===== src/sv/frd_pkg.sv =====
// frd_pkg: shared types and codes for the fraction reducer.
// No dependencies; imported by frd_core and fraction_reducer_unit.
`timescale 1ns / 1ps

package frd_pkg;

  typedef logic status_t;

  localparam status_t STATUS_OK       = 1'b0;
  localparam status_t STATUS_ZERO_DEN = 1'b1;

endpackage


===== src/sv/fraction_reducer_unit.sv =====
// fraction_reducer_unit: reduces a signed fraction to lowest terms and reports
// the gcd. Depends on frd_pkg, frd_core (which uses frd_sub).
//
//   channel | signals                                        | handshake
//   --------+------------------------------------------------+-------------------
//   in      | numerator, denominator                         | in_valid/in_ready
//   out     | reduced_numerator, reduced_denominator,        | out_valid/out_ready
//           | common_divisor, status                         |
//
// One word is loaded, then runs binary gcd steps, restores the common factors
// of two into g, performs the two exact divisions and moves into the output
// register; the gcd subtract steps and both divisions share the one
// subtractor. A zero denominator goes straight from load to done. in_ready
// is high only while the sequencer is idle; a finished word waits in the
// output register, so the next word may be taken while out_ready is low.
// rst is synchronous and clears only control state.
`timescale 1ns / 1ps

module fraction_reducer_unit #(
  parameter int DATA_WIDTH = 32
) (
  input  logic                         clk,
  input  logic                         rst,
  input  logic                         in_valid,
  output logic                         in_ready,
  input  logic signed [DATA_WIDTH-1:0] numerator,
  input  logic signed [DATA_WIDTH-1:0] denominator,
  output logic                         out_valid,
  input  logic                         out_ready,
  output logic signed [DATA_WIDTH-1:0] reduced_numerator,
  output logic [DATA_WIDTH-2:0]        reduced_denominator,
  output logic [DATA_WIDTH-2:0]        common_divisor,
  output frd_pkg::status_t             status
);

  import frd_pkg::*;

  localparam int W = DATA_WIDTH;

  logic         start, core_idle, core_done, take;
  logic [W-1:0] mag_n, mag_d, nm, dm, g;
  status_t      core_status;
  logic         sgn;
  logic [W-1:0] rn;

  // magnitudes; the most negative value maps to 2^(W-1) exactly
  assign mag_n = numerator[W-1]   ? (W'(0) - $unsigned(numerator))   : $unsigned(numerator);
  assign mag_d = denominator[W-1] ? (W'(0) - $unsigned(denominator)) : $unsigned(denominator);

  assign in_ready = core_idle;
  assign start    = in_valid && in_ready;
  assign take     = core_done && (!out_valid || out_ready);

  frd_core #(.DATA_WIDTH(W)) u_core (
    .clk    (clk),
    .rst    (rst),
    .start  (start),
    .mag_n  (mag_n),
    .mag_d  (mag_d),
    .idle   (core_idle),
    .done   (core_done),
    .take   (take),
    .nm     (nm),
    .dm     (dm),
    .g      (g),
    .status (core_status)
  );

  // sign goes on the numerator; positive overflow saturates
  always_comb begin
    if (nm != '0 && sgn) begin
      rn = W'(0) - nm;
    end else if (nm[W-1]) begin
      rn = {1'b0, {(W-1){1'b1}}};
    end else begin
      rn = nm;
    end
  end

  always_ff @(posedge clk) begin
    if (rst) begin
      out_valid <= 1'b0;
    end else begin
      if (start) begin
        sgn <= numerator[W-1] ^ denominator[W-1];
      end
      if (take) begin
        out_valid <= 1'b1;
        status    <= core_status;
        if (core_status == STATUS_ZERO_DEN) begin
          reduced_numerator   <= '0;
          reduced_denominator <= '0;
          common_divisor      <= '0;
        end else begin
          reduced_numerator   <= $signed(rn);
          reduced_denominator <= dm[W-1] ? {(W-1){1'b1}} : dm[W-2:0];
          common_divisor      <= g[W-1]  ? {(W-1){1'b1}} : g[W-2:0];
        end
      end else if (out_ready) begin
        out_valid <= 1'b0;
      end
    end
  end

endmodule


===== src/sv/frd_sub.sv =====
// frd_sub: shared subtract/compare unit for the gcd subtract and division steps.
// No dependencies.
`timescale 1ns / 1ps

module frd_sub #(
  parameter int WIDTH = 33
) (
  input  logic [WIDTH-1:0] a,
  input  logic [WIDTH-1:0] b,
  output logic [WIDTH-1:0] diff,
  output logic             borrow
);

  assign {borrow, diff} = {1'b0, a} - {1'b0, b};

endmodule


===== src/sv/frd_core.sv =====
// frd_core: sequencer for binary gcd, gcd restore shift and two restoring
// divisions; gcd and divisions share one frd_sub. Depends on frd_pkg, frd_sub.
`timescale 1ns / 1ps

module frd_core #(
  parameter int DATA_WIDTH = 32
) (
  input  logic                    clk,
  input  logic                    rst,
  input  logic                    start,
  input  logic [DATA_WIDTH-1:0]   mag_n,
  input  logic [DATA_WIDTH-1:0]   mag_d,
  output logic                    idle,
  output logic                    done,
  input  logic                    take,
  output logic [DATA_WIDTH-1:0]   nm,
  output logic [DATA_WIDTH-1:0]   dm,
  output logic [DATA_WIDTH-1:0]   g,
  output frd_pkg::status_t        status
);

  import frd_pkg::*;

  localparam int W  = DATA_WIDTH;
  localparam int CW = $clog2(W);

  typedef enum logic [2:0] {
    S_IDLE,
    S_GCD,
    S_SHIFT,
    S_DIVN,
    S_DIVD,
    S_DONE
  } state_t;

  state_t       state;
  logic [W-1:0] u, v, q, r, a_hold, d_hold;
  logic [CW-1:0] k, cnt;

  logic [W:0]   sub_a, sub_b, sub_diff;
  logic         sub_borrow;
  logic [W:0]   r_sh;
  logic [W-1:0] q_next, r_next;

  frd_sub #(.WIDTH(W + 1)) u_sub (
    .a      (sub_a),
    .b      (sub_b),
    .diff   (sub_diff),
    .borrow (sub_borrow)
  );

  assign r_sh = {r, q[W-1]};

  always_comb begin
    unique case (state)
      S_GCD: begin
        sub_a = {1'b0, u};
        sub_b = {1'b0, v};
      end
      default: begin
        sub_a = r_sh;
        sub_b = {1'b0, g};
      end
    endcase
  end

  // one restoring division step
  assign r_next = sub_borrow ? r_sh[W-1:0] : sub_diff[W-1:0];
  assign q_next = {q[W-2:0], ~sub_borrow};

  assign idle = (state == S_IDLE);
  assign done = (state == S_DONE);
  assign dm   = q;

  always_ff @(posedge clk) begin
    if (rst) begin
      state <= S_IDLE;
    end else begin
      unique case (state)
        S_IDLE: begin
          if (start) begin
            a_hold <= mag_n;
            d_hold <= mag_d;
            u      <= mag_n;
            v      <= mag_d;
            k      <= '0;
            if (mag_d == '0) begin
              status <= STATUS_ZERO_DEN;
              state  <= S_DONE;
            end else begin
              status <= STATUS_OK;
              state  <= S_GCD;
            end
          end
        end
        S_GCD: begin
          priority if (u == '0) begin
            g     <= v;
            state <= S_SHIFT;
          end else if (!u[0] && !v[0]) begin
            u <= u >> 1;
            v <= v >> 1;
            k <= k + 1'b1;
          end else if (!u[0]) begin
            u <= u >> 1;
          end else if (!v[0]) begin
            v <= v >> 1;
          end else if (sub_borrow) begin
            // u < v: swap so the next step subtracts the small one
            u <= v;
            v <= u;
          end else begin
            u <= sub_diff[W:1];
          end
        end
        S_SHIFT: begin
          // put back the common powers of two
          if (k == '0) begin
            q     <= a_hold;
            r     <= '0;
            cnt   <= CW'(W - 1);
            state <= S_DIVN;
          end else begin
            g <= g << 1;
            k <= k - 1'b1;
          end
        end
        S_DIVN: begin
          if (cnt == '0) begin
            nm    <= q_next;
            q     <= d_hold;
            r     <= '0;
            cnt   <= CW'(W - 1);
            state <= S_DIVD;
          end else begin
            q   <= q_next;
            r   <= r_next;
            cnt <= cnt - 1'b1;
          end
        end
        S_DIVD: begin
          q <= q_next;
          r <= r_next;
          if (cnt == '0) begin
            state <= S_DONE;
          end else begin
            cnt <= cnt - 1'b1;
          end
        end
        S_DONE: begin
          if (take) begin
            state <= S_IDLE;
          end
        end
        default: begin
          state <= S_IDLE;
        end
      endcase
    end
  end

endmodule

===== config.mk =====
export PLATFORM = sky130hd
export DESIGN_NAME = fraction_reducer_unit
export DESIGN_NICKNAME = d
export VERILOG_FILES = /design/src/sv/frd_pkg.sv /design/src/sv/fraction_reducer_unit.sv /design/src/sv/frd_sub.sv /design/src/sv/frd_core.sv
export SDC_FILE = /design/constraint.sdc
export NUM_CORES = 1
export LEC_CHECK = 0
export ABC_CLOCK_PERIOD_IN_PS = 22100
export BUFFER_PORTS_ARGS = -buffer_cell sky130_fd_sc_hd__buf_2
export CAP_MARGIN = 0
export CORE_MARGIN = 3
export CORE_UTILIZATION = 50
export DETAILED_ROUTE_END_ITERATION = 8
export GPL_ROUTABILITY_DRIVEN = 0
export GPL_TIMING_DRIVEN = 0
export PLACE_DENSITY = 0.79
export SYNTH_ARGS = -nofsm -noshare
export SYNTH_HDL_FRONTEND = slang
export SYNTH_SLANG_ARGS = --single-unit

===== constraint.sdc =====
create_clock -name clk -period 22.1 [get_ports clk]
set_clock_uncertainty 0.05 [all_clocks]
set_input_delay 1.105 -clock clk [delete_from_list [all_inputs] [get_ports clk]]
set_output_delay 1.105 -clock clk [all_outputs]
set_load 0.005 [all_outputs]

==> key figures <==
Cells and area
  • Final nets: 2268
  • Post-Layout Cell Count: 2721
  • Fillcell total: 3314
  • Share of layout cells above drive strength 1: 0.1427
  • Layout area overhead: 14.48%

GRT
  • Largest net degree at the start of global routing: 36
  • Grt ovf: 0
  • First-pass GRT wire length: 96860 um
  • Vias in the first global route: 16960
  • Gr usage total: 0.2876
  • Initial antenna violation count: 13

Worst setup path
  • Max incr delay on CP: 0.74 ns
  • CP Launch Type: flip-flop
  • Worst r2r src: u_core.state[0]
  • Reg-to-Reg End: u_core.r[26]
  • CP arrival: 6.37 ns
  • CP Class: reg2reg
  • Reg2Reg Depth: 17
  • Critical path cell sequence: buf_2 -> or3b_1 -> buf_6 -> clkbuf_1 -> buf_1 -> mux2i_1 -> ha_1 -> nand4bb_1 -> a2111oi_0 -> nand3_1 -> or4_1 -> and3_1 -> buf_2 -> inv_2 -> buf_1 -> nand2_1 -> a21oi_1
  • Worst Path Required: 22.40 ns
  • CP endpoint kind: flip-flop
  • Maximum fanout along the worst path: 10
  • Slowest cell on the critical path: buf_1
  • Reg-to-reg slack, setup: 16.03 ns

Yosys
  • Post-synth top area share: 0.5362
  • Synthesized flop and latch total: 367
  • Ys Warns: 0
  • Mapped cell area: 20330 um^2
  • Cell with the most instances after synthesis: edfxtp_1
  • Synth unique cells: 86
  • Commonest cells in the synthesized netlist: edfxtp_1, nor2_1, nand2_1
  • Ys flop type: edfxtp_1
  • Number of synthesized flops with an enable pin: 363
  • Seq/Total Area, Yosys: 0.5402
  • Leading area contributor after synthesis: edfxtp_1
  • Cells after synthesis: 1941
  • Synth area leaders: edfxtp_1, nor2_1, nand2_1, a21oi_1, mux2i_1
  • Syn_area_per_cell: 10.47 um^2
  • Synth async-reset ratio: 0
  • Syn nets: 2050

Pwr
  • Worst vdd ir: 0.00006319 V
  • PD cells: 124.2 nW/um^2
  • Leak: 8.634 nW

Routing
  • DR pass1 iterations: 9
  • DR vias/cell: 6.477
  • Initial DRC Count: 2639
  • Routed WL: 64080 um
  • Post-DRT Antenna Nets: 0
  • Wire length per cell: 23.55 um
  • Routed via count: 17620
  • # DRC: 1

Floorplan
  • # IOs: 165
  • Die extent in y: 207.6 um
  • Core area: 39910 um^2
  • Starting density of the core: 0.5093
  • Core Rows: 73
  • Die Width: 207.6 um
  • Die area: 43110 um^2

Min path
  • WHS Path Cells: 0
  • Hold Path Class: reg2reg
  • Hold Path Origin: u_core.dm[26]
  • Hold EP: u_core.nm[27]

Clock network
  • TritonCTS Sinks: 367
  • Post-CTS sizing: 0
  • CTS H-tree lvls: 2
  • Post-CTS Hold Buffers: 0
  • CTS tree: built
  • Number of setup buffers added after CTS: 0
  • Reg clk slew, reported paths: 0.06 ns
  • Total CTS buffers: 40
  • Clock latency on the worst-skew pair: 0.57 ns
  • Root buffer cell: clkbuf_16
  • CTS max path bufs: 3

STA
  • Final Cycle Share: 0.2746
  • Min cycle time layout: 6.068 ns
  • Worst hold margin: 0.4608 ns
  • Max Fclk: 164.8 MHz
  • Hold Vio Cnt, Final: 0
  • Max-slew violations: 0
  • Fin worst setup slack: 16.03 ns
  • Worst slew margin: 0.3526
  • RSZ-0062 raised after global routing: no
  • Final setup viols: 0
  • Setup TNS: 0 ns
  • Worst-margin pin slew: 0.9622 ns

Run status
  • Failing checks: design-rule violations
  • Outcome: complete, but fails checks

Place
  • Inst Count DP: 2642
  • Port Buffers: 159
  • Setup WS pre-CTS: 16.37 ns
  • Detail Placement HPWL: 48370 um

Job
  • Max-cap violations: 0
==> cell usage in the layout, fill, tap and decap left out, drive strengths merged, types with 12 or more instances in the layout <==
| cell type | count |
|---|---|
| a21oi | 156 |
| or4 | 12 |
| a31oi | 26 |
| and3 | 18 |
| mux2 | 33 |
| o31ai | 19 |
| a222oi | 30 |
| xnor2 | 66 |
| nand3 | 38 |
| clkbuf | 131 |
| a21o | 29 |
| nand4 | 12 |
| nand2 | 229 |
| nor2 | 257 |
| edfxtp | 363 |
| clkinv | 19 |
| a211oi | 17 |
| mux2i | 69 |
| inv | 66 |
| o21ai | 71 |
| a311oi | 12 |
| buf | 206 |
| or3 | 17 |
| and2 | 17 |
| nor3 | 36 |
| nor4 | 35 |
| xor2 | 19 |
| ha | 39 |
==> power by group <==
| part | switching (mW) | internal, mW | leakage, nW | total, mW |
|---|---|---|---|---|
| registers | 0.0788 | 0.892 | 3.35 | 0.971 |
| logic | 0.840 | 0.437 | 4.70 | 1.28 |
| clock network | 0.284 | 0.358 | 0.588 | 0.642 |
==> cell families after synthesis <==
logic type                 count (synthesis)  synth area share
DFF                                      367            0.5402
and+or+nand+nor                          714            0.1624
adders and majority gates                 41           0.02597
AOI/OAI and AO/OA                        451            0.1464
buffers and inverters                    181           0.03625
muxes                                    102           0.05226
xor gates and xnor gates                  85           0.03662
==> registers in the layout, summed over array words and instances, names as in the netlist <==
signal	cells
common_divisor	31
out_valid	1
reduced_denominator	31
reduced_numerator	32
sgn	1
status	1
u_core.a_hold	32
u_core.cnt	5
u_core.d_hold	32
u_core.dm	32
u_core.g	32
u_core.k	5
u_core.nm	32
u_core.r	32
u_core.state	3
u_core.status	1
u_core.u	32
u_core.v	32
==> stage by stage <==
stage | utilization | instance area [um^2] | power, mW
floorplan | - | 20330 | 1.823
global placement | 0.5457 | 21780 | 2.151
detailed placement | 0.5514 | 22010 | 2.190
CTS | 0.5824 | 23250 | 2.836
global route | 0.5830 | 23270 | 3.015
finish | 0.5830 | 23270 | 2.891
==> routing by layer <==
layer	up-vias	share of wire	wire length [um]	track usage
li1	7706	-	-	-
met1	8194	0.36	23350	0.3781
met2	1404	0.42	27220	0.4253
met3	312	0.14	8951	0.08811
met4	8	0.070	4497	0.1635
met5	-	0.00095	61	0
==> final cells by class <==
type | count | area (um^2) | share of cell area
Timing Repair Buffer | 176 | 980.9 | 0.04215
Clock buffer | 46 | 1023 | 0.04398
Buffer | 115 | 489.2 | 0.02102
Inverter | 66 | 247.7 | 0.01065
Tap cell | 525 | 656.9 | 0.02823
Antenna cell | 9 | 22.52 | 0.0009678
Clock inverter | 24 | 215.2 | 0.009248
Multi-Input combinational cell | 1393 | 8655 | 0.3719
Sequential cell | 367 | 10980 | 0.4719
==> how the worst max path moves through the flow <==
stage	from	endpoint	slack, ns	cells after the start
floorplan	rst	common_divisor[0]	10.99	2
global placement	rst	reduced_denominator[2]	7.16	2
detailed placement	u_core.state[0]	u_core.v[28]	16.37	16
CTS	u_core.state[0]	u_core.r[26]	16.35	17
global route	u_core.state[0]	u_core.u[10]	15.82	17
finish	u_core.state[0]	u_core.r[26]	16.03	17
==> worst max-delay path, delay by kind of cell, from the launching register on <==
| family | cells | cell delay [ns] |
|---|---|---|
| AOI/OAI and AO/OA | 2 | 0.88 |
| DFF | 1 | 0.29 |
| adders and majority gates | 1 | 0.50 |
| muxes | 1 | 0.18 |
| and+or+nand+nor | 6 | 1.31 |
| buffers and inverters | 7 | 2.63 |
Power figures use the tool's default switching activity.
